<file path="src/hdl/qvr_pkg.sv">
// ============================================================================
// qvr_pkg
// Shared types and constants for the quaternion vector rotation core.
// ============================================================================
`default_nettype none

package qvr_pkg;

    // Field widths
    localparam int QUAT_W    = 16;  // quaternion component, Q1.14
    localparam int VEC_W     = 16;  // vector component, Q3.12
    localparam int PROD_W    = 2 * QUAT_W;          // exact quaternion product
    localparam int COEF_W    = PROD_W + 2;          // matrix coefficient, Q.28
    localparam int TERM_W    = COEF_W + VEC_W;      // coefficient times component
    localparam int SUM_W     = TERM_W + 2;          // exact sum of three terms
    localparam int FRAC_W    = 28;                  // fraction bits of a coefficient
    localparam int QUO_W     = SUM_W - FRAC_W;      // row sum after scaling
    localparam int CFG_IDX_W = 4;
    localparam int CFG_DAT_W = QUAT_W;
    localparam int STAGES    = 5;

    localparam logic signed [QUAT_W-1:0] QUAT_ONE  = QUAT_W'(16384);
    localparam logic signed [COEF_W-1:0] ONE_Q28   = COEF_W'(1) <<< FRAC_W;
    localparam logic signed [SUM_W-1:0]  RND_BIAS  = (SUM_W'(1) <<< FRAC_W) - SUM_W'(1);
    localparam logic signed [QUO_W-1:0]  RES_MAX   = QUO_W'(32767);
    localparam logic signed [QUO_W-1:0]  RES_MIN   = -QUO_W'(32768);

    // Configuration register indexes
    typedef enum logic [CFG_IDX_W-1:0] {
        CFG_QUAT_W,
        CFG_QUAT_I,
        CFG_QUAT_J,
        CFG_QUAT_K
    } t_cfg_idx;

    typedef struct packed {
        logic signed [QUAT_W-1:0] w;
        logic signed [QUAT_W-1:0] i;
        logic signed [QUAT_W-1:0] j;
        logic signed [QUAT_W-1:0] k;
    } t_quat;

    typedef struct packed {
        logic signed [VEC_W-1:0] x;
        logic signed [VEC_W-1:0] y;
        logic signed [VEC_W-1:0] z;
    } t_vec;

    typedef struct packed {
        logic signed [PROD_W-1:0] ii;
        logic signed [PROD_W-1:0] jj;
        logic signed [PROD_W-1:0] kk;
        logic signed [PROD_W-1:0] ij;
        logic signed [PROD_W-1:0] ik;
        logic signed [PROD_W-1:0] jk;
        logic signed [PROD_W-1:0] wi;
        logic signed [PROD_W-1:0] wj;
        logic signed [PROD_W-1:0] wk;
    } t_prod;

    typedef struct packed {
        logic signed [COEF_W-1:0] m00;
        logic signed [COEF_W-1:0] m01;
        logic signed [COEF_W-1:0] m02;
        logic signed [COEF_W-1:0] m10;
        logic signed [COEF_W-1:0] m11;
        logic signed [COEF_W-1:0] m12;
        logic signed [COEF_W-1:0] m20;
        logic signed [COEF_W-1:0] m21;
        logic signed [COEF_W-1:0] m22;
    } t_coef;

    typedef struct packed {
        logic signed [TERM_W-1:0] t00;
        logic signed [TERM_W-1:0] t01;
        logic signed [TERM_W-1:0] t02;
        logic signed [TERM_W-1:0] t10;
        logic signed [TERM_W-1:0] t11;
        logic signed [TERM_W-1:0] t12;
        logic signed [TERM_W-1:0] t20;
        logic signed [TERM_W-1:0] t21;
        logic signed [TERM_W-1:0] t22;
    } t_term;

    typedef struct packed {
        logic signed [SUM_W-1:0] x;
        logic signed [SUM_W-1:0] y;
        logic signed [SUM_W-1:0] z;
    } t_sum;

    typedef struct packed {
        logic signed [VEC_W-1:0] x;
        logic signed [VEC_W-1:0] y;
        logic signed [VEC_W-1:0] z;
        logic                    clipped;
    } t_rot;

    // Per-stage load enables, stage 1 at the input
    typedef struct packed {
        logic s1;
        logic s2;
        logic s3;
        logic s4;
        logic s5;
    } t_pipe_en;

endpackage

`default_nettype wire

</file>
<file path="src/hdl/qvr_fin.sv">
// ============================================================================
// qvr_fin
// Stage 5: scale each row sum by 2^-28 toward zero, saturate to 16 bits and
// hold the result beat in the output register.
// ============================================================================
`default_nettype none

module qvr_fin (
    input  wire logic              i_clk,
    input  wire qvr_pkg::t_pipe_en i_en,
    input  wire qvr_pkg::t_sum     i_sum,
    output qvr_pkg::t_rot          o_rot
);
    import qvr_pkg::*;

    t_rot r_rot, n_rot;
    logic [VEC_W:0] w_fx, w_fy, w_fz;

    // Returns {saturated, value}
    function automatic logic [VEC_W:0] scale_sat(input logic signed [SUM_W-1:0] s);
        logic signed [SUM_W-1:0] b;
        logic signed [QUO_W-1:0] q;
        logic [VEC_W:0]          r;
        b = s + (s[SUM_W-1] ? RND_BIAS : '0);
        q = b[SUM_W-1:FRAC_W];
        if (q > RES_MAX) begin
            r = {1'b1, RES_MAX[VEC_W-1:0]};
        end else if (q < RES_MIN) begin
            r = {1'b1, RES_MIN[VEC_W-1:0]};
        end else begin
            r = {1'b0, q[VEC_W-1:0]};
        end
        return r;
    endfunction

    // Round toward zero and clamp each component
    always_comb begin
        w_fx          = scale_sat(i_sum.x);
        w_fy          = scale_sat(i_sum.y);
        w_fz          = scale_sat(i_sum.z);
        n_rot.x       = w_fx[VEC_W-1:0];
        n_rot.y       = w_fy[VEC_W-1:0];
        n_rot.z       = w_fz[VEC_W-1:0];
        n_rot.clipped = w_fx[VEC_W] | w_fy[VEC_W] | w_fz[VEC_W];
    end

    always_ff @(posedge i_clk) begin
        if (i_en.s5) begin
            r_rot <= n_rot;
        end
    end

    assign o_rot = r_rot;

endmodule

`default_nettype wire

</file>
<file path="config.mk">
export PLATFORM = sky130hd
export DESIGN_NAME = qvr_fin
export DESIGN_NICKNAME = d
export VERILOG_FILES = /design/src/hdl/qvr_pkg.sv /design/src/hdl/qvr_fin.sv
export SDC_FILE = /design/constraint.sdc
export NUM_CORES = 1
export LEC_CHECK = 0
export ABC_AREA = 1
export BUFFER_PORTS_ARGS = -buffer_cell sky130_fd_sc_hd__buf_2
export CORE_AREA = 2 2 140 142
export DETAILED_ROUTE_END_ITERATION = 7
export DIE_AREA = 0 0 142 144
export GPL_TIMING_DRIVEN = 0
export PLACE_DENSITY = 0.8
export SLEW_MARGIN = 10
export SYNTH_ARGS = -nofsm -noshare
export SYNTH_HDL_FRONTEND = slang
export SYNTH_SLANG_ARGS = --single-unit
</file>
<file path="constraint.sdc">
create_clock -name i_clk -period 2.25 [get_ports i_clk]
set_clock_uncertainty 0.1 [all_clocks]
set_input_delay 0.45 -clock i_clk [delete_from_list [all_inputs] [get_ports i_clk]]
set_output_delay 0.45 -clock i_clk [all_outputs]
set_load 0.01 [all_outputs]
</file>
# --- After elaboration in Yosys (flattened, before gate mapping) ---
# Cells that the tools add are included.
totals:
  elab_cells: 24
  out_inout_bits: 49
  register_bits: 49
op_classes:
  magnitude_cmp: 6
  mux: 9
  bitwise_logic: 2
  n_addsub: 3
op_table:
  columns: ["op", "n"]
  rows:
  - ["$add 52x28->52", 3]
  - ["$mux 17", 6]
  - ["$mux 28", 3]
  - ["$gt 24x16->1 const B", 3]
  - ["$lt 24x16->1 const B", 3]
  - ["$or 1x1->1", 2]

# --- Depth between registers and ports, before layout ---
# Gate-level depths: netlist (run 1).
logic_depth:
  word_depth: 7
  depth_mapped: 21

# --- Worst setup path after synthesis (run 1) ---
# No wires, ideal clock.
synth_path:
  path_type: "input port to flip-flop"
  startpoint: "in i_sum[79] (netlist name)"
  endpoint: "reg r_rot (netlist bit o_rot[20]) (data pin)"
  arrival_time_ps: 2108
  required_ps: 1897
  slack_ps: -211
  stages: 16
  path_buffers: 1
  path_cell_list: "ha_1 -> nand2_1 -> nor2_1 -> inv_1 -> nor3_2 -> nand2_1 -> nor2_1 -> nand2_1 -> and2_0 -> nand2_1 -> nand2_1 -> nor2_1 -> nand3_2 -> nand2_4 -> buf_6 -> nand2_1"
synth_via:
  elab_chain_len: 3
synth_lines:
  columns: ["item", "line_no", "source"]
  rows:
  - ["from (decl)", "qvr_fin.sv:11", "input wire qvr_pkg::t_sum i_sum,"]
  - ["$add 52x28->52 (*)", "qvr_fin.sv:24", "b = s + (s[SUM_W-1] ? RND_BIAS : '0);"]
  - ["$lt 24x16->1", "qvr_fin.sv:28", "end else if (q < RES_MIN) begin"]
  - ["$mux 17", "qvr_fin.sv:28", null]
  - ["to (signal assigned)", "qvr_fin.sv:49", "r_rot <= n_rot;"]
  - ["to (decl)", "qvr_fin.sv:16", "t_rot r_rot, n_rot;"]
# Mark *: on every way between the ends. The rest lies on a longest branch, timed or not.
# A chain may end at the register's enable or synchronous reset.

# --- Worst setup path in the final report (run 1) ---
layout_path:
  startpoint: "in i_sum[155] (netlist name)"
  endpoint: "reg r_rot (netlist bit o_rot[45]) (data pin)"
layout_via:
  elab_chain_len: 4
layout_lines:
  columns: ["item", "line_no"]
  rows:
  - ["$mux 28", "qvr_fin.sv:24"]
  - ["$add 52x28->52 (*)", "qvr_fin.sv:24"]
  - ["$lt 24x16->1", "qvr_fin.sv:28"]
  - ["$mux 17", "qvr_fin.sv:28"]
# Marks and branches as above.

==> flow_metrics.tcl, run 1 <==
set metrics [dict create \
    failed_checks "negative setup slack" \
    io_buffers 205 \
    holdCritStartpoint "i_sum[81]" \
    worst-setup-path-type "in2reg" \
    synth-simple-area-share_pct 53.4 \
    rsz0062_at_grt "true" \
    cts_tree "done" \
    tns_ps -7720 \
    synthCells 1828 \
    largest_reg_flops 49 \
    grt_max_degree 50 \
    wirelength_um 36400 \
    gr-usage-all-layers_pct 32.9 \
    synthMuxAreaShare_pct 0 \
    start_kind "input pin" \
    end_kind "flop" \
    syn2layout_area_growth_pct 50.6 \
    hold_viol_final 0 \
    ctsHtreeMaxLevel 2 \
    fin_cells 2346 \
    clockBufferDepth 2 \
    worstPathArrival_ps 2470 \
    grt_pass1_vias 11900 \
    min_period_ps 2510 \
    clkTransAtPathRegs_ps 80 \
    max_freq_mhz 398 \
    die_area_um2 20400 \
    required_ps 2210 \
    slew_viol_final 0 \
    holdWs_ps 496 \
    syn-num-nets 2071 \
    fin_total_pwr_mw 4.72 \
    drc 0 \
    synth.ff_latch_count 49 \
    min_to "o_rot[18]" \
    grt-ovfl-total 0 \
    cts_buffers 5 \
    ys_warn_count 0 \
    ios 211 \
    synth-adder-area-share_pct 10.4 \
    slew_headroom_pct 29.1 \
    rows 51 \
    nets 2349 \
    viasPerCell 5.44 \
    multi_input_area_um2 9480 \
    start_util_pct 50.9 \
    synth_cell_types 37 \
    finalCritPeriodShare_pct 112 \
    syn-cell-area_um2 9710 \
    synth_top_area_share_pct 29.2 \
    core_um2 19100 \
    hold_path_class "in2reg" \
    finalWeightedCongestion 1.01 \
    power_density_nw_per_um2 323 \
    regArea_um2 1470 \
    dr.first_iter.drc_count 944 \
    syn_area_per_cell_um2 5.31 \
    drive_gt1_share_pct 40.2 \
    synthTopCellsByArea "nand2_1 (29%), edfxtp_1 (15%), inv_1 (13%)" \
    synth_common_cells "nand2_1 (755), inv_1 (334), nor2_1 (208)" \
    synthFlopType "edfxtp_1" \
    synth_edf_count 49 \
    n_fill_cell 1476 \
    ctsRootBufferMaster "clkbuf_16" \
    dp.cells 2271 \
    synth_xor_area_share_pct 0.812 \
    dp_hpwl_um 25600 \
    antenna_found_initial 2 \
    die_h_um 144 \
    leakagePower_nw 7.42 \
    die_x_um 142 \
    synth_most_common_cell "nand2_1" \
    synth_compound_area_share_pct 6.19 \
    dr.pass1.iters 8 \
    maxCapViolCount 0 \
    numClockSinks 49 \
    critPathMaxFanout 8 \
    min_path_cells 4 \
    worst_pin_slew_ps 1060 \
    irDropWorstVdd_mv 0.255 \
    dpl_worst_slack_ps -1420 \
    yosys.area.top_type "nand2_1" \
    synth_seq_area_share_pct 15.2 \
    setup_viol 46 \
    wire_per_inst_um 15.5 \
    grt_pass1_wl_um 55100 \
    via_count 12800 \
    synth-async-reset-ratio_pct 0 \
    ant_nets 0 \
    outcome "finished with violations" \
    setup_slack_ps -262 \
    synth_top_family_by_area "simple AND/OR/NAND/NOR gates" \
]
[cell families (layout without fill, tap and decap cells)]
kind of cell | count (synthesis) | count (layout)
XOR/XNOR | 9 | 9
adder cells (fa/ha/maj) | 81 | 81
other | 0 | 1
flip-flops | 49 | 49
AO/OA/AOI/OAI | 108 | 108
AND/OR/NAND/NOR | 1234 | 1234
buffers and inverters | 347 | 626
[area by class of cell]
type                       instances  share of cell area [%]
sequential                        49                    10.1
timing repair buffer             271                    12.6
inverter                         340                    8.83
tap                              238                    2.04
antenna                            1                  0.0171
buffer                             7                   0.599
multi-input combinational       1432                    64.8
clock inverter                     3                   0.180
clock buffer                       5                   0.856
[report_power, final]
group / switching, mW / internal [mW] / total [mW] / leakage (nW)
Combinational: 1.68 / 1.13 / 2.80 / 6.87
Clock: 0.373 / 0.421 / 0.794 / 0.0680
Sequential: 0.0234 / 1.10 / 1.12 / 0.483
[critical path, stage by stage]
cell	delay, ps
buf_16	140
ha_4	270
nand2_1	70
nand2_1	120
a21oi_1	220
nor2_1	80
nor2_1	150
nand2_1	110
nand2_1	70
nand3b_1	100
nand2_1	100
nand2_1	70
nor2_2	100
nand2_2	70
nand2_4	130
buf_6	150
nand2_2	60
[per-stage QoR]
step                util, %  cell area, µm²
finish                 76.6           14600
global route           76.6           14600
CTS                    73.0           13900
detailed placement     61.7           11800
global placement       61.7           11800
floorplan                 -           10400
[worst max-delay path by stage]
stage	cells after the start	start	end
3_3_place_gp	17	i_sum[51]	o_rot[0]
4_1_cts	19	i_sum[155]	o_rot[0]
3_5_place_dp	17	i_sum[51]	o_rot[0]
2_1_floorplan	16	i_sum[76]	o_rot[17]
6_report	17	i_sum[155]	o_rot[45]
5_1_grt	19	i_sum[51]	o_rot[0]
[repair_timing]
item                                    in CTS  in global routing
hold buffers                                 0                  0
hold endpoints to repair                     0                  0
resized for setup                          360                161
buffers inserted                            33                 19
pin swaps                                  146                 82
endpoints found under the setup margin      49                 46
gates cloned                                13                  1
[placed cells by master (no fill, tap or decap), drive strengths merged]
cell type  count
inv          341
a31oi          1
xnor2          3
nand3b        13
ha            81
nand2        773
o21a           1
o21ai         19
a21oi         68
a21o           2
or2            8
and2           6
clkinvlp       2
clkbuf         7
o21bai        11
diode          1
edfxtp        49
a21boi         2
buf          276
nor2b          2
a31o           4
nor3          45
nand3        135
nor2         224
nand4         28
xor2           6
[routing by layer]
| layer | track usage [%] | wire length [µm] |
|---|---|---|
| met5 | 0 | 13 |
| met4 | 13.6 | 1710 |
| met3 | 3.68 | 2860 |
| met2 | 57.1 | 17200 |
| met1 | 41.7 | 14600 |
No activity file was read; power rests on OpenSTA's default activity.
==> inputs of run 2 (changes only) <==
--- a/config.mk
+++ b/config.mk
@@ -12,6 +12,7 @@
 export DIE_AREA = 0 0 142 144
 export GPL_TIMING_DRIVEN = 0
 export PLACE_DENSITY = 0.8
+export SETUP_SLACK_MARGIN = 0.5
 export SLEW_MARGIN = 10
 export SYNTH_ARGS = -nofsm -noshare
 export SYNTH_HDL_FRONTEND = slang
==> flow_metrics.tcl, run 2 (synthesis results as in run 1) <==
set metrics [dict create \
    failed_checks "negative setup slack" \
    io_buffers 205 \
    clkTransAtPathRegs_ps 70 \
    grt_max_degree 50 \
    gr-usage-all-layers_pct 30.9 \
    cp.buffers_inverters 2 \
    cts_tree "done" \
    max_freq_mhz 393 \
    dr.first_iter.drc_count 852 \
    viasPerCell 5.27 \
    dp.cells 2271 \
    start_kind "input pin" \
    crit_top_cell "nand2_1" \
    setup_slack_ps -295 \
    die_area_um2 20400 \
    crit_slowest_cell "ha_4" \
    ios 211 \
    rsz0062_at_grt "true" \
    die_h_um 144 \
    antenna_found_initial 1 \
    syn2layout_area_growth_pct 47.1 \
    end_kind "flop" \
    slew_headroom_pct 29.7 \
    start_util_pct 50.9 \
    dr.pass1.iters 7 \
    cts_buffers 5 \
    via_count 12300 \
    die_x_um 142 \
    worst-setup-path-type "in2reg" \
    cpLargestDelayFamily "simple AND/OR/NAND/NOR gates" \
    setup_viol 46 \
    power_density_nw_per_um2 318 \
    dp_hpwl_um 25600 \
    critPathMaxFanout 14 \
    numClockSinks 49 \
    grt_pass1_vias 11200 \
    fin_total_pwr_mw 4.54 \
    finalCritPeriodShare_pct 113 \
    wire_per_inst_um 14.6 \
    min_to "o_rot[45]" \
    worstPathArrival_ps 2490 \
    min_period_ps 2540 \
    hold_viol_final 0 \
    cp_cell_sequence "buf_16 > ha_4 > nand2_2 > nor2_1 > nand3b_1 > nand3_1 > nand2_1 > nand2_1 > nand2_1 > nand3_1 > nand2_1 > nor2_2 > nand3_2 > nand2_4 > buf_6 > nand2_1" \
    required_ps 2200 \
    maxCapViolCount 0 \
    final_cell_mix "nand2_1 (588), inv_1 (299), buf_2 (203)" \
    drive_gt1_share_pct 36.5 \
    grt-ovfl-total 0 \
    min_path_cells 4 \
    wirelength_um 34100 \
    clockBufferDepth 2 \
    ctsHtreeMaxLevel 2 \
    outcome "finished with violations" \
    holdCritStartpoint "i_sum[144]" \
    leakagePower_nw 7.31 \
    slowest_delay_ps 300 \
    largest_reg_flops 49 \
    drc 0 \
    finalWeightedCongestion 0.961 \
    ctsRootBufferMaster "clkbuf_16" \
    irDropWorstVdd_mv 0.322 \
    fin_cells 2339 \
    final_common_cell "nand2_1" \
    core_um2 19100 \
    nets 2342 \
    ant_nets 0 \
    slew_viol_final 0 \
    rows 51 \
    grt_pass1_wl_um 51600 \
    hold_path_class "in2reg" \
    worst_pin_slew_ps 1050 \
]
## run 2: tightest hold or removal path, stage by stage
cell	delay [ps]
buf_2	120
xnor2_1	110
nand2_1	60
nand2_2	50
## run 2: final cells by class
| type | count | area (µm²) |
|---|---|---|
| Timing Repair Buffer | 264 | 1760 |
| Clock buffer | 5 | 125 |
| Buffer | 7 | 85.1 |
| Antenna cell | 1 | 2.50 |
| Fill cell | 1553 | 4800 |
| Inverter | 340 | 1290 |
| Tap cell | 238 | 298 |
| Multi-Input combinational cell | 1432 | 9220 |
| Sequential cell | 49 | 1470 |
| Clock inverter | 3 | 26.3 |
## run 2: worst max path at each step
stage	start	endpoint	slack, ps	cells past startpoint
floorplan	i_sum[76]	o_rot[17]	-150	16
global placement	i_sum[155]	o_rot[40]	-1370	19
detailed placement	i_sum[51]	o_rot[0]	-1410	20
CTS	i_sum[103]	o_rot[26]	-170	17
global route	i_sum[103]	o_rot[26]	-370	19
finish	i_sum[103]	o_rot[18]	-290	16
## run 2: per-stage QoR
step	setup TNS (ps)	hold WS, ps	util (%)	instance area [µm²]	setup WS [ps]
6_report	-9460	509	74.8	14300	-295
5_1_grt	-13540	530	74.8	14300	-366
4_1_cts	-4780	502	71.1	13600	-166
3_5_place_dp	-62440	758	62.9	12000	-1410
3_3_place_gp	-60500	758	62.9	12000	-1370
2_1_floorplan	-2950	462	-	10700	-147
## run 2: timing repair
item                                    CTS  global route
hold buffers                              0             0
endpoints found under the setup margin   49            49
pin swaps                               115            85
cloned                                   11             2
buffers inserted                         31            15
resized for setup                       244           164
## run 2: layer usage
metal | GRT usage [%] | vias to the layer above | routed length (µm)
met1 | 39.8 | 5469 | 14500
met2 | 54.4 | 525 | 16100
met3 | 3.74 | 100 | 2460
met5 | 0 | - | 0
li1 | - | 6244 | -
met4 | 8.68 | 0 | 1010
## run 2: where the power goes
part	switching (mW)	total, mW	internal (mW)
Sequential	0.0225	1.12	1.10
Combinational	1.59	2.66	1.07
Clock	0.347	0.767	0.420
Total	1.96	4.54	2.59
==> inputs of run 3 (changes only) <==
--- a/config.mk
+++ b/config.mk
@@ -6,7 +6,7 @@
 export NUM_CORES = 1
 export LEC_CHECK = 0
 export ABC_AREA = 1
-export BUFFER_PORTS_ARGS = -buffer_cell sky130_fd_sc_hd__buf_2
+export BUFFER_PORTS_ARGS = -buffer_cell sky130_fd_sc_hd__buf_4
 export CORE_AREA = 2 2 140 142
 export DETAILED_ROUTE_END_ITERATION = 7
 export DIE_AREA = 0 0 142 144
==> flow_metrics.tcl, run 3 (synthesis results as in run 1) <==
set metrics [dict create \
    outcome "finished with violations" \
    failed_checks "negative setup slack" \
    rows 51 \
    ctsHtreeMaxLevel 2 \
    numClockSinks 49 \
    hold_viol_final 0 \
    wirelength_um 37300 \
    grt_pass1_vias 11900 \
    ant_nets 0 \
    grt-ovfl-total 0 \
    dpl_worst_slack_ps -1040 \
    viasPerCell 5.49 \
    dr.first_iter.drc_count 956 \
    final_cell_mix "nand2_1 (552), inv_1 (293), buf_4 (249)" \
    slowest_delay_ps 310 \
    required_ps 2310 \
    drc 0 \
    worstSetupEndpoint "o_rot[26]" \
    setup_slack_ps -249 \
    finalWeightedCongestion 0.956 \
    worstSetupPathDepth 20 \
    worst-setup-path-type "in2reg" \
    die_area_um2 20400 \
    irDropWorstVdd_mv 0.406 \
    syn2layout_area_growth_pct 58.6 \
    grt_pass1_wl_um 55600 \
    antenna_found_initial 0 \
    leakagePower_nw 7.74 \
    maxCapViolCount 0 \
    startpoint "i_sum[103]" \
    ios 211 \
    rsz0062_at_grt "true" \
    final_common_cell "nand2_1" \
    worstPathArrival_ps 2560 \
    slew_headroom_pct 58.2 \
    dp_hpwl_um 26700 \
    power_density_nw_per_um2 316 \
    crit_top_cell "nand2_2" \
    hold_path_class "in2reg" \
    ctsRootBufferMaster "clkbuf_16" \
    gr-usage-all-layers_pct 33.4 \
    dr.pass1.iters 6 \
    min_period_ps 2500 \
    nets 2356 \
    die_h_um 144 \
    start_util_pct 50.9 \
    fin_util_pct 80.7 \
    crit_slowest_cell "ha_4" \
    worst_pin_slew_ps 627 \
    cpLargestDelayFamily "simple AND/OR/NAND/NOR gates" \
    grt_max_degree 50 \
    io_buffers 205 \
    cp.buffers_inverters 4 \
    finalCritPeriodShare_pct 111 \
    cts_tree "done" \
    setup_viol 46 \
    via_count 12900 \
    max_freq_mhz 400 \
    start_kind "input pin" \
    tns_ps -9240 \
    slew_viol_final 0 \
    die_x_um 142 \
    dpl_cell_area_um2 12500 \
    final_area_um2 15400 \
    end_kind "flop" \
    largest_reg_flops 49 \
    clockBufferDepth 2 \
    critPathMaxFanout 7 \
    drive_gt1_share_pct 40.4 \
    wire_per_inst_um 15.9 \
    clkTransAtPathRegs_ps 70 \
    antenna_cells_inserted 0 \
    core_um2 19100 \
    cts_buffers 5 \
    cp_cell_sequence "buf_16 > ha_4 > nand2_4 > inv_4 > nand3_4 > nor3_4 > buf_4 > nand3b_1 > nand2_1 > nand2_2 > nand2_2 > nand2_2 > nand2_2 > nand2_2 > nor2_2 > nand2_2 > nand2_4 > buf_12 > nand3_1 > nand2_2" \
]
==> run 3: per-stage QoR <==
step | instances | hold WS (ps) | total power [mW]
3_5_place_dp | 2271 | 758 | 3.31
2_1_floorplan | 1828 | 462 | 2.48
5_1_grt | 2352 | 498 | 5.13
3_3_place_gp | 2271 | 757 | 3.27
4_1_cts | 2331 | 486 | 4.53
6_report | 2352 | 486 | 4.87
==> run 3: timing repair <==
| item | 4_1_cts | 5_1_grt |
|---|---|---|
| gates cloned | 13 | 2 |
| gates resized for setup | 324 | 197 |
| setup buffers | 39 | 19 |
| hold buffers | 0 | 0 |
| hold endpoints to repair | 0 | 0 |
| pin swaps | 128 | 119 |
| endpoints found under the setup margin | 49 | 49 |
==> run 3: how the worst min path moves through the flow <==
stage          startpoint  slack (ps)         to  cells after the start
2_1_floorplan     i_en[0]         460   o_rot[0]                      0
3_3_place_gp    o_rot[40]         760  o_rot[40]                      1
3_5_place_dp    o_rot[44]         760  o_rot[44]                      1
4_1_cts        i_sum[144]         490  o_rot[45]                      4
5_1_grt         i_sum[82]         500  o_rot[19]                      4
6_report        i_sum[82]         490  o_rot[19]                      4
==> run 3: report_power, final <==
part | internal [mW] | total, mW | switching (mW) | leakage (nW)
Sequential | 1.10 | 1.13 | 0.0296 | 0.483
Clock | 0.413 | 0.757 | 0.343 | 0.0631
Combinational | 1.28 | 2.98 | 1.70 | 7.20
Total | 2.79 | 4.87 | 2.08 | 7.74
==> run 3: area by class of cell <==
type / count / area [µm²]
buffer: 7 / 85.1
clock buffer: 6 / 129
clock inverter: 2 / 15.0
fill: 1406 / 3680
inverter: 340 / 1290
multi-input combinational: 1432 / 9670
sequential: 49 / 1470
tap: 238 / 298
timing repair buffer: 278 / 2440
==> run 3: routing by layer <==
layer,vias to the layer above,share of wire (%),GRT usage [%]
met2,618,48,60.0
met4,0,3.9,10.4
met5,-,0,0
met3,143,7.4,2.88
li1,6266,-,-
met1,5876,40,42.5
